<file path="config.mk">
export PLATFORM = sky130hd
export DESIGN_NAME = vscr_ram
export DESIGN_NICKNAME = d
export VERILOG_FILES = /design/src/vscr_ram.sv
export SDC_FILE = /design/constraint.sdc
export NUM_CORES = 2
export LEC_CHECK = 0
export BUFFER_PORTS_ARGS = -buffer_cell sky130_fd_sc_hd__buf_2
export CAP_MARGIN = 20
export CELL_PAD_IN_SITES_DETAIL_PLACEMENT = 0
export CELL_PAD_IN_SITES_GLOBAL_PLACEMENT = 1
export CORE_MARGIN = 5
export CORE_UTILIZATION = 56
export DETAILED_ROUTE_END_ITERATION = 10
export GPL_ROUTABILITY_DRIVEN = 0
export GPL_TIMING_DRIVEN = 0
export MAX_ROUTING_LAYER = met4
export PLACE_DENSITY_LB_ADDON = 0.1
export REMOVE_ABC_BUFFERS = 1
export SLEW_MARGIN = 20
export SYNTH_ARGS = -nofsm -noshare
export SYNTH_HDL_FRONTEND = slang
export SYNTH_SLANG_ARGS = --single-unit
</file>
<file path="constraint.sdc">
create_clock -name clk_i -period 3.7 [get_ports clk_i]
set_input_delay 0.74 -clock clk_i [delete_from_list [all_inputs] [get_ports clk_i]]
set_output_delay 0.74 -clock clk_i [all_outputs]
set_load 0.02 [all_outputs]
</file>
<file path="src/vscr_ram.sv">
// Generic single-clock RAM with one write port and one registered read port.
module vscr_ram #(
  parameter int Width = 8,
  parameter int Depth = 256
) (
  input  logic                     clk_i,
  input  logic                     we_i,
  input  logic [$clog2(Depth)-1:0] waddr_i,
  input  logic [Width-1:0]         wdata_i,
  input  logic                     re_i,
  input  logic [$clog2(Depth)-1:0] raddr_i,
  output logic [Width-1:0]         rdata_o
);

  logic [Width-1:0] mem_q [Depth];
  logic [Width-1:0] rdata_q;

  always_ff @(posedge clk_i) begin
    if (we_i) begin
      mem_q[waddr_i] <= wdata_i;
    end
    if (re_i) begin
      rdata_q <= mem_q[raddr_i];
    end
  end

  assign rdata_o = rdata_q;

endmodule

</file>
-- Word level (Yosys, flattened, before mapping)
Memory sizes are Yosys's and may differ from the RTL's. A register that Yosys moved wholly into a read port is not among the register bits.
Index checks and enable logic that the tools add are counted.
- bits in registers: 0
- latch bits: 0
- RAM bits: 2048
- memory bits (read-only): 0
- input port bits: 27
- output and inout port bits: 8
- memories: 1
- memory list (name ; words ; bits a word ; rd ports ; clocked after memory_dff ; wr ports ; line ; text):
    mem_q ; 256 ; 8 ; 1 ; 1 ; 1 ; 15 ; logic [Width-1:0] mem_q [Depth];
- add/sub/neg operators: 0
- $mul: 0
- divide/modulo/power cells: 0
- magnitude comparators: 0
- eq/ne operators: 0
- shift-type cells: 0
- muxes and demuxes: 2
- bitwise operators: 0
- reduce and logical (&&, ||, !) cells: 0
- operator list (cell ; number):
    $mux W1 ; 2

-- Depth between registers and ports, before layout
- word-level depth: 2
- mapped depth: 11
- gate-level depth less buffers: 6

-- Worst setup path before layout
OpenSTA, ideal clock, no wires.
- kind: input to register
- from: in raddr_i[0]
- to: reg rdata_q[2] (netlist: rdata_o[2]) (read register of mem_q), data pin
- library setup time: 0.269 ns
- arrival time: 2.547 ns
- data required time: 3.431 ns
- path slack: 0.884 ns
- cell stages on the path: 9
- buffers on the path: 4
- path through: buf_6 > buf_12 > buf_8 > buf_2 > mux4_2 > a22oi_1 > a21oi_1 > nor4_1 > nor4_2
- RTL lines (what ; line ; text):
    start: declaration ; 11 ; input logic [$clog2(Depth)-1:0] raddr_i,
    end: declaration ; 16 ; logic [Width-1:0] rdata_q;

==> results by group <==
Outcome
  – Outcome: finished clean

STA
  – Hold Fails Final Rpt: 0
  – Worst-margin pin slew: 1120 ps
  – Fmax: ~0.27 GHz
  – Rel. slew slack: 0.256
  – Final slew viol count: 0
  – Setup ws final: slightly below 40 ps
  – Tcrit/Tclk final: 0.989
  – Clock skew: 20.3 ps
  – Post-route minimum period: 3660 ps
  – Final setup viols: 0
  – Unrepaired setup endpoints after global routing: false

Synth
  – Ys async rst share: 0
  – Post-Syn Instances: 3,733
  – Synth Register Bits: just over 2,000
  – Post-synth cell types: 54
  – Post-synth EDFFs: 2,056
  – Syn. warnings: 0
  – Cell area after synthesis: 0.0796 mm2
  – Post-synth top flop: edfxtp_1
  – Seq/Total Area, Yosys: 0.775
  – Synth Area per Inst: 21.3 um2

Power and ir drop
  – Max VDD drop: approximately 0.00037 V
  – Static Leak: 27.6 nW
  – Total power: 0.0485 W
  – Power per cell area: around 540 mW/mm2

Die
  – Die height: approximately 390 um
  – FP Rows: around 140
  – Die ar.: roughly 0.15 mm2
  – Initial core utilization: 0.563
  – Die Span X: between 300 and 400 um
  – IO Pins: 35
  – Core box area: 0.141 mm2

Critical path
  – Top Family by Delay on Critical Path: simple AND/OR/NAND/NOR gates
  – CP max stage cell: nor4_1
  – Arrival @ worst endpoint: around 4200 ps
  – Crit end category: flop
  – CP Launch Type: primary input
  – Crit path buffers/inverters: 2
  – Worst-path fanout max: 93
  – Critical Path RT: 4230 ps
  – Crit path kind: primary input to flop
  – CP Cell Sequence: buf_8 > buf_16 > nand2_4 > o221ai_1 > a21oi_1 > o32ai_1 > nor3_2 > nor4_1
  – Slowest stage delay, CP: between 600 and 700 ps

Finish
  – Final core area utilization: 0.633
  – Most frequent cells in the layout: edfxtp_1, mux4_2, nor2_1, clkbuf_16, mux2i_1
  – Layout net count: about 3,800
  – Synthesis-to-finish area growth: 12.4%
  – Share of cells above drive strength 1: 0.227
  – Cell area after layout: between 0.08 and 0.09 mm2
  – Layout Cells excl Fill: around 5,900
  – Leading cell type in the layout, fill and taps excluded: edfxtp_1

Detailed routing
  – First-pass detailed-route iteration total: 7
  – Via/cell ratio: about 6.5
  – Antenna-violating nets left: 0
  – DRC: 0
  – Drt total wl: 193,000 um
  – Drt wl/cell: 32.9 um
  – DRT iter0 DRCs: 4,274
  – Vias: 38,400

CTS
  – Clk root buf: clkbuf_16
  – Hold_buf cts: 0
  – CTS sink count: 2,056
  – Clock transition at path regs: 60 ps
  – CTS tree: done
  – Clk Latency, worst-skew pair: 810 ps
  – CTS HTree Levels: 4
  – Max clock buf depth: 3
  – Total CTS buffers: 200

GRT
  – Global-route wire length before repair: 279,000 um
  – GR Overflow Total: 0
  – Largest net degree at the start of global routing: 137
  – Initial antenna violation count: 6
  – Vias in the first global route: 39,100
  – Overall Global Routing Usage: 0.266

Placement
  – Dpl cells: about 5,500
  – Pre-CTS WS: -1810 ps
  – Area after DPL: between 0.08 and 0.09 mm2
  – Post-DP HPWL: 118,000 um
  – PortBufs: 34

Hold path
  – Min-Delay Path Class: primary input to flop

Job
  – Max_cap viols: 0
registers in the layout, indices dropped and copies added (netlist names):
signal   flops
rdata_o      8
mem_q     2048
cell families (layout without fill, tap and decap cells):
logic type,count (synthesis),count (layout),share of synthesized area
simple gates,466,466,0.0263
flops,2056,2056,0.775
compound gates,385,385,0.0342
buf+inv,235,480,0.0183
other cells,0,5,0
mux,591,591,0.146
metal layers:
| metal | vias to the layer above | share of wire | GRT usage |
|---|---|---|---|
| met5 | - | 0 | - |
| met4 | 0 | 0.026 | 0.0683 |
| li1 | 15900 | - | - |
| met3 | 265 | 0.081 | 0.0494 |
| met1 | 20500 | 0.41 | 0.377 |
| met2 | 1692 | 0.49 | 0.410 |
cell usage after synthesis (2+ instances only):
cell | n | area share
buf_6 | 21 | 0.0030
nand2b_1 | 8 | 0.00063
buf_12 | 8 | 0.0020
a22o_1 | 8 | 0.00088
nand4_1 | 10 | 0.00079
nand3_1 | 34 | 0.0021
nor4_2 | 3 | 0.00047
a22oi_1 | 133 | 0.013
o22a_1 | 5 | 0.00055
buf_2 | 31 | 0.0019
a31oi_1 | 2 | 0.00016
a2111oi_1 | 2 | 0.00025
or2_2 | 4 | 0.00031
mux4_1 | 2 | 0.00066
nor2_1 | 282 | 0.013
nor3_1 | 22 | 0.0014
nor4_1 | 24 | 0.0019
o21ai_1 | 2 | 0.00013
nor2b_1 | 31 | 0.0024
nand2_1 | 33 | 0.0016
nand3b_1 | 2 | 0.00019
o21ai_0 | 10 | 0.00063
and3b_1 | 2 | 0.00022
buf_1 | 22 | 0.0010
a2111oi_0 | 2 | 0.00022
buf_8 | 13 | 0.0025
buf_4 | 27 | 0.0025
mux2i_1 | 134 | 0.017
mux4_2 | 454 | 0.13
a221oi_1 | 13 | 0.0014
o221ai_1 | 46 | 0.0051
a211oi_1 | 16 | 0.0015
and2_1 | 6 | 0.00047
a311oi_1 | 2 | 0.00022
a21oi_1 | 96 | 0.0060
o32ai_1 | 4 | 0.00044
o211ai_1 | 10 | 0.00094
clkbuf_1 | 111 | 0.0052
o22ai_1 | 28 | 0.0022
edfxtp_1 | 2056 | 0.78
stage by stage:
stage          hold WS [ps]  TNS [ps]
2_1_floorplan           839         0
3_3_place_gp           1080  -4269390
3_5_place_dp           1080    -19760
4_1_cts                 213         0
5_1_grt                 233         0
6_report                261         0
worst reg2reg max path: stages (launching register included):
cell and delay [ps]:
edfxtp_1 360, mux4_2 470, nand2b_1 170, a311oi_1 590
o221ai_1 290, a211oi_1 590, nor4_2 150
worst paths after layout:
path | cells after the start | startpoint | end | slack [ps]
setup / recovery | 8 | raddr_i[1] | rdata_o[3] | 40
setup reg to reg | 6 | mem_q[43][5] | rdata_o[5] | 780
hold reg to reg | 5 | mem_q[22][2] | rdata_o[2] | 1390
hold / removal | 1 | wdata_i[4] | mem_q[214][4] | 260
power breakdown:
group	switching (W)	internal [W]
sequential	0.0000139	0.0257
clock	0.00838	0.0120
combinational	0.00159	0.000863
layout make-up:
| cell class | instances | area (um2) |
|---|---|---|
| diodes | 5 | 12.5 |
| clock buffers | 244 | 5340 |
| clock inverters | 123 | 1250 |
| fillers | 9368 | 51900 |
| inverters | 2 | 10.0 |
| multi-input cells | 1442 | 16800 |
| flip-flops and latches | 2056 | 61700 |
| well taps | 1890 | 2360 |
| repair buffers | 111 | 1960 |
what timing repair did:
action,4_1_cts,5_1_grt
buffers inserted,2,0
resized for setup,21,6
endpoints found under the setup margin,8,7
endpoints found under the hold margin,0,0
gates cloned,6,1
pin swaps,1,4
(Power assumes the default switching activity.)
