[config.mk]
export PLATFORM = sky130hd
export DESIGN_NAME = vscr_timing
export DESIGN_NICKNAME = d
export VERILOG_FILES = /design/src/vscr_pkg.sv /design/src/vscr_timing.sv
export SDC_FILE = /design/constraint.sdc
export NUM_CORES = 1
export LEC_CHECK = 0
export BUFFER_PORTS_ARGS = -buffer_cell sky130_fd_sc_hd__buf_2
export CAP_MARGIN = 20
export CORE_MARGIN = 2
export CORE_UTILIZATION = 40
export DETAILED_ROUTE_END_ITERATION = 6
export GPL_ROUTABILITY_DRIVEN = 0
export PLACE_DENSITY = 0.75
export SYNTH_ARGS = -nofsm -noshare
export SYNTH_HDL_FRONTEND = slang
export SYNTH_SLANG_ARGS = --single-unit
export TNS_END_PERCENT = 1
[constraint.sdc]
create_clock -name vclk -period 2.75
set_clock_uncertainty 0.15 [all_clocks]
set_input_delay 0.55 -clock vclk [all_inputs]
set_output_delay 0.55 -clock vclk [all_outputs]
set_load 0.02 [all_outputs]
[src/vscr_pkg.sv]
// Shared types, codes and address helpers for the video scroll register and timing core.
package vscr_pkg;

  localparam logic [1:0] OP_TICK  = 2'd0;
  localparam logic [1:0] OP_READ  = 2'd1;
  localparam logic [1:0] OP_WRITE = 2'd2;
  localparam logic [1:0] OP_IDLE  = 2'd3;

  localparam logic [2:0] REG_CTRL     = 3'd0;
  localparam logic [2:0] REG_MASK     = 3'd1;
  localparam logic [2:0] REG_STATUS   = 3'd2;
  localparam logic [2:0] REG_SPR_ADDR = 3'd3;
  localparam logic [2:0] REG_OAM_DATA = 3'd4;
  localparam logic [2:0] REG_SCROLL   = 3'd5;
  localparam logic [2:0] REG_ADDR     = 3'd6;
  localparam logic [2:0] REG_DATA     = 3'd7;

  localparam int NT_BYTES  = 2048;
  localparam int OAM_BYTES = 256;

  localparam logic [8:0] LAST_LINE  = 9'd261;
  localparam logic [8:0] LAST_DOT   = 9'd340;
  localparam logic [8:0] SKIP_DOT   = 9'd339;
  localparam logic [8:0] VBL_LINE   = 9'd241;
  localparam logic [8:0] VIS_LINES  = 9'd240;
  localparam logic [13:0] PAL_BASE  = 14'h3F00;
  localparam logic [13:0] NT_BASE   = 14'h2000;
  localparam logic [14:0] MASK_HORZ = 15'h041F;
  localparam logic [14:0] MASK_VERT = 15'h7BE0;
  localparam logic [5:0] PAL_RESET  = 6'h0F;

  typedef struct packed {
    logic [1:0] operation;
    logic [2:0] reg_index;
    logic [7:0] write_data;
    logic [7:0] chr_data;
    logic       sprite0_hit;
    logic       sprite_overflow;
  } in_item_t;

  typedef struct packed {
    logic [7:0]  read_data;
    logic        nmi_request;
    logic        nmi_level;
    logic        vblank_start;
    logic        chr_write;
    logic [12:0] chr_addr;
    logic [13:0] next_addr;
    logic [8:0]  scanline;
    logic [8:0]  dot;
    logic        line_render_strobe;
    logic        sprite_eval_strobe;
    logic        odd_field;
  } out_item_t;

  typedef struct packed {
    logic [8:0] dot;
    logic [8:0] line;
    logic       odd;
    logic       lstr;
    logic       sstr;
    logic       vbl_set;
    logic       vbl_clr;
    logic       inc_y;
    logic       copy_h;
    logic       copy_v;
  } tim_t;

  // Nametable index after mirroring.
  function automatic logic [10:0] nt_index(input logic [13:0] a, input logic vert);
    logic [10:0] r;
    if (vert) begin
      r = a[10:0];
    end else begin
      r = {a[11], a[9:0]};
    end
    return r;
  endfunction

  // Palette index; the backdrop entries of the sprite half alias the background half.
  function automatic logic [4:0] pal_index(input logic [13:0] a);
    logic [4:0] r;
    r = a[4:0];
    if (r[4] && r[1:0] == 2'b00) begin
      r[4] = 1'b0;
    end
    return r;
  endfunction

  function automatic logic [14:0] inc_fine_y(input logic [14:0] v);
    logic [14:0] r;
    logic [4:0]  y;
    r = v;
    y = v[9:5];
    if (v[14:12] != 3'd7) begin
      r[14:12] = v[14:12] + 3'd1;
    end else begin
      r[14:12] = 3'd0;
      if (y == 5'd29) begin
        y = 5'd0;
        r[11] = ~v[11];
      end else if (y == 5'd31) begin
        y = 5'd0;
      end else begin
        y = y + 5'd1;
      end
      r[9:5] = y;
    end
    return r;
  endfunction

endpackage

[src/vscr_timing.sv]
// Dot and scanline counter advance with the per-dot rendering events.
module vscr_timing (
  input  logic        tick_i,
  input  logic        rend_i,
  input  logic [8:0]  dot_i,
  input  logic [8:0]  line_i,
  input  logic        odd_i,
  output vscr_pkg::tim_t tim_o
);

  logic visible, pre, active, skip;

  always_comb begin
    visible = line_i < vscr_pkg::VIS_LINES;
    pre     = line_i == vscr_pkg::LAST_LINE;
    active  = tick_i && (visible || pre) && rend_i;
    skip    = tick_i && pre && dot_i == vscr_pkg::SKIP_DOT && rend_i && odd_i;

    tim_o.lstr    = active && visible && dot_i == 9'd255;
    tim_o.inc_y   = active && visible && dot_i == 9'd256;
    tim_o.copy_h  = active && dot_i == 9'd257;
    tim_o.sstr    = active && visible && dot_i == 9'd257;
    tim_o.vbl_clr = active && pre && dot_i == 9'd1;
    tim_o.copy_v  = active && pre && dot_i >= 9'd280 && dot_i <= 9'd304;
    tim_o.vbl_set = tick_i && line_i == vscr_pkg::VBL_LINE && dot_i == 9'd1;

    tim_o.dot  = dot_i;
    tim_o.line = line_i;
    tim_o.odd  = odd_i;
    if (skip) begin
      tim_o.dot  = 9'd0;
      tim_o.line = 9'd0;
      tim_o.odd  = ~odd_i;
    end else if (tick_i) begin
      if (dot_i >= vscr_pkg::LAST_DOT) begin
        tim_o.dot = 9'd0;
        if (line_i >= vscr_pkg::LAST_LINE) begin
          tim_o.line = 9'd0;
          tim_o.odd  = ~odd_i;
        end else begin
          tim_o.line = line_i + 9'd1;
        end
      end else begin
        tim_o.dot = dot_i + 9'd1;
      end
    end
  end

endmodule

After elaboration in Yosys (flattened, before gate mapping) --
Cells that the tools add are included.
Cells by class: add/subtract/negate cells 2, multipliers 0, div/mod/pow operators 0, order comparisons 5, eq/ne operators 7, shifts and indexed selects 0, mux-type cells 6, bitwise gates (word level) 1, reduce and logical (&&, ||, !) cells 18
Operators with widths (count):
- $mux 19 | 2
- $eq 9x9->1 const B | 4
- $ge 9x9->1 const B | 3
- $add 9x1->9 const B | 2
- $eq 9x8->1 const B | 2
- $mux 9 | 2
- $logic_and 1x1->1 | 17
- $mux 10 | 1
- $eq 9x1->1 const B | 1
- $le 9x9->1 const B | 1
- $lt 9x8->1 const B | 1
- $logic_or 1x1->1 | 1
- $mux 1 | 1
- $not 1->1 | 1
Storage, ports and cells: flip-flop bits (word level) 0, bits in latches 0, bits in writable memories 0, ROM bits 0, input port bits 21, output and inout bits 26, word-level logic and storage cells 39, memories 0

Depth between registers and ports, before layout --
depth after elaboration 7, gate-level depth with buffers 8, depth with buffers taken out 7

Worst setup path after synthesis --
No wires, ideal clock.
path type in2out, start input dot_i[6], end output tim_o[9] (netlist bit), arrival 2.104 ns, data required time 2.050 ns, setup slack -0.054 ns, stages 6, path buffers 1, path through clkdlybuf4s15_2 > a21oi_1 > a21oi_2 > nand3_1 > o31ai_4 > a211oi_1
RTL lines:
- start, declared | line vscr_timing.sv:5 | input logic [8:0] dot_i,
- end, declared | line vscr_timing.sv:8 | output vscr_pkg::tim_t tim_o

==> flow_summary_export.csv <==
group,metric,value,unit
worst_setup_path,path_max_fanout,9,
final_layout,layout.sequential_cells,0,
floorplan,floorplan.rows,16,
floorplan,design.portCount,47,
routing,route.final.wire_length,2304,um
worst_hold_path,holdPathEnd,"tim_o[7]",
logic_synthesis,synth_nets,144,
global_route,grt_util_all_layers,18.36,%
power,vdd_ir_drop_max,0.09975,mV
final_layout,final.fill_count,188,
worst_setup_path,cp.required,2050,ps
timing,final-setup-viol-count,0,
global_route,grt_pass1_wl,3243,um
routing,drt_pass_1_iters,4,
timing,setup-tns-final,0,ps
worst_hold_path,holdPathStages,3,
routing,routed-via-count,1032,
status,status,"finished, final reports clean",
timing,rsz0062_at_grt,"true",
routing,routed_via_density,5.160,
final_layout,finalNetCount,202,
logic_synthesis,seq_area_frac_synth,0,%
routing,post-route-drc-count,0,
floorplan,die-area,2331,um^2
timing,max_freq,371.8,MHz
final_layout,ant_cells,0,
timing,final_min_period_over_clock_period,97.81,%
routing,drtIter0Drc,13,
final_layout,nClkBuffers,0,
timing,hold_viol,0,
worst_setup_path,worstSetupPathType,"in2out",
final_layout,mostFrequentLayoutCell,"buf_2",
routing,wire_per_inst,11.52,um
power,leakagePower,0.0005684,uW
logic_synthesis,synth_cell_types,41,
floorplan,die_width,48.29,um
worst_setup_path,cp_data_arrival_time,1990,ps
final_layout,area.sequential,0,um^2
timing,finalMaxSlewViolations,0,
global_route,first_global_vias,812,
global_route,antenna_found_initial,0,
routing,detail-route-antenna-nets,0,
logic_synthesis,yosys_warnings,0,
placement,portBuffers,47,
final_layout,multiInputGateArea,750.7,um^2
timing,worst-slew-pin-transition,380.9,ps
clock_network,ctsHoldBuffers,0,
floorplan,core_area,1902,um^2
power,p_per_area,148.1,nW/um^2
worst_hold_path,hold_start,"odd_i",
floorplan,die_y,48.29,um
logic_synthesis,instance_count_of_the_mapped_netlist,117,
logic_synthesis,post_synth.cell_area_avg,6.705,um^2
final_layout,most-common-layout-cells,"45 x buf_2, 26 x nor2_1, 14 x buf_4",
power,report.power.total,169.6,uW
run,max_cap_viol_count,0,
final_layout,post_route_cells_drive_above_1_share,42.77,%
final_layout,syn_to_final_growth,45.93,%
timing,final_critical_path_setup_slack,60.12,ps
placement,dp_worst_setup_slack,49.84,ps
timing,timing.max_slew.rel_slack,74.61,%
global_route,gr-total-overflow,0,
global_route,maximum_number_of_pins_on_one_net_before_global_route_repair,11,
worst_setup_path,critPathCaptureType,"output pin",
worst_hold_path,timing.hold.worst.class,"in2out",
timing,period_minus_slack,2690,ps
logic_synthesis,syn-cell-area,784.5,um^2
placement,hpwlAfterDp,1915,um
worst_setup_path,critical_path.startpoint_type,"primary input",
floorplan,start_util,41.25,%
-- cells in the mapped netlist --
library cell	instances	area share, %
nand4_4	1	2.7
nand2_1	12	5.7
o21ai_0	1	0.64
nand3_1	5	3.2
nand3b_1	1	0.96
a211oi_2	1	1.6
o31ai_4	1	2.7
a21oi_1	4	2.6
xnor2_1	5	5.6
xor2_1	7	7.8
and2b_2	1	1.1
or4_1	1	0.96
buf_4	1	0.96
and3_2	2	1.9
nor2_1	26	12
nor2b_1	2	1.6
buf_1	1	0.48
a211oi_1	2	1.9
clkdlybuf4s15_2	1	1.4
nand2b_1	1	0.80
and3_1	4	3.2
inv_1	5	2.4
nor4_4	1	2.7
nor4_1	1	0.80
a41oi_1	1	1.1
nor4bb_1	1	1.3
a21oi_2	1	1.1
mux2i_1	3	3.8
a311oi_1	1	1.1
or2_4	1	1.1
and2_1	1	0.80
nor3_4	1	2.1
o211ai_1	1	0.96
o22ai_1	1	0.80
or3_1	1	0.80
o31ai_1	1	0.96
ha_1	6	9.6
or2_1	1	0.80
nand4_1	6	4.8
nor3_1	2	1.3
buf_6	1	1.4
-- timing repair --
action	CTS	global route
endpoints found under the setup margin	0	17
buffers inserted	0	0
gates resized for setup	0	6
-- cell families after synthesis --
group | share of synthesized area [%]
simple gates | 51.04
compound gates | 15.47
xor+xnor | 13.40
buf+inv | 6.699
fa+ha+maj | 9.569
mux | 3.828
-- how the worst max path moves through the flow --
stage	from	endpoint	slack [ps]
6_report	dot_i[5]	tim_o[8]	60
5_1_grt	dot_i[5]	tim_o[4]	-20
4_1_cts	dot_i[5]	tim_o[4]	30
3_5_place_dp	dot_i[5]	tim_o[22]	50
3_3_place_gp	dot_i[5]	tim_o[4]	60
2_1_floorplan	line_i[4]	tim_o[0]	10
-- power by group --
| group | switching, uW | internal [uW] |
|---|---|---|
| clock network | 0 | 0 |
| registers | 0 | 0 |
| logic | 102 | 67.4 |
-- layout make-up --
type,count,share of cell area [%]
Multi-Input combinational cell,108,65.57
Tap cell,27,2.951
Inverter,5,1.639
Timing Repair Buffer,60,29.84
-- metal layers --
metal	GRT usage, %	up-vias	wire length, um
met3	0.3704	0	78
met5	0	-	0
li1	-	531	-
met2	32.63	22	1110
met1	25.77	479	1114
met4	1.081	0	0
-- through the flow --
| stage | utilization (%) | instance area [um^2] | hold WS, ps | instances |
|---|---|---|---|---|
| after CTS | 59.01 | 1122 | 1273 | 200 |
| after detailed placement | 59.01 | 1122 | 1272 | 200 |
| final | 60.20 | 1145 | 1269 | 200 |
| after floorplan | - | 789.5 | 1079 | 117 |
| after global placement | 59.01 | 1122 | 1265 | 200 |
| after global routing | 60.20 | 1145 | 1300 | 200 |
-- worst max-delay path, cell delays in order --
cell and delay, ps:
buf_2 140, or3_4 400, or2_4 260, o31ai_4 270, buf_6 160, nor2_1 50
buf_2 150
(Power assumes the default switching activity.)
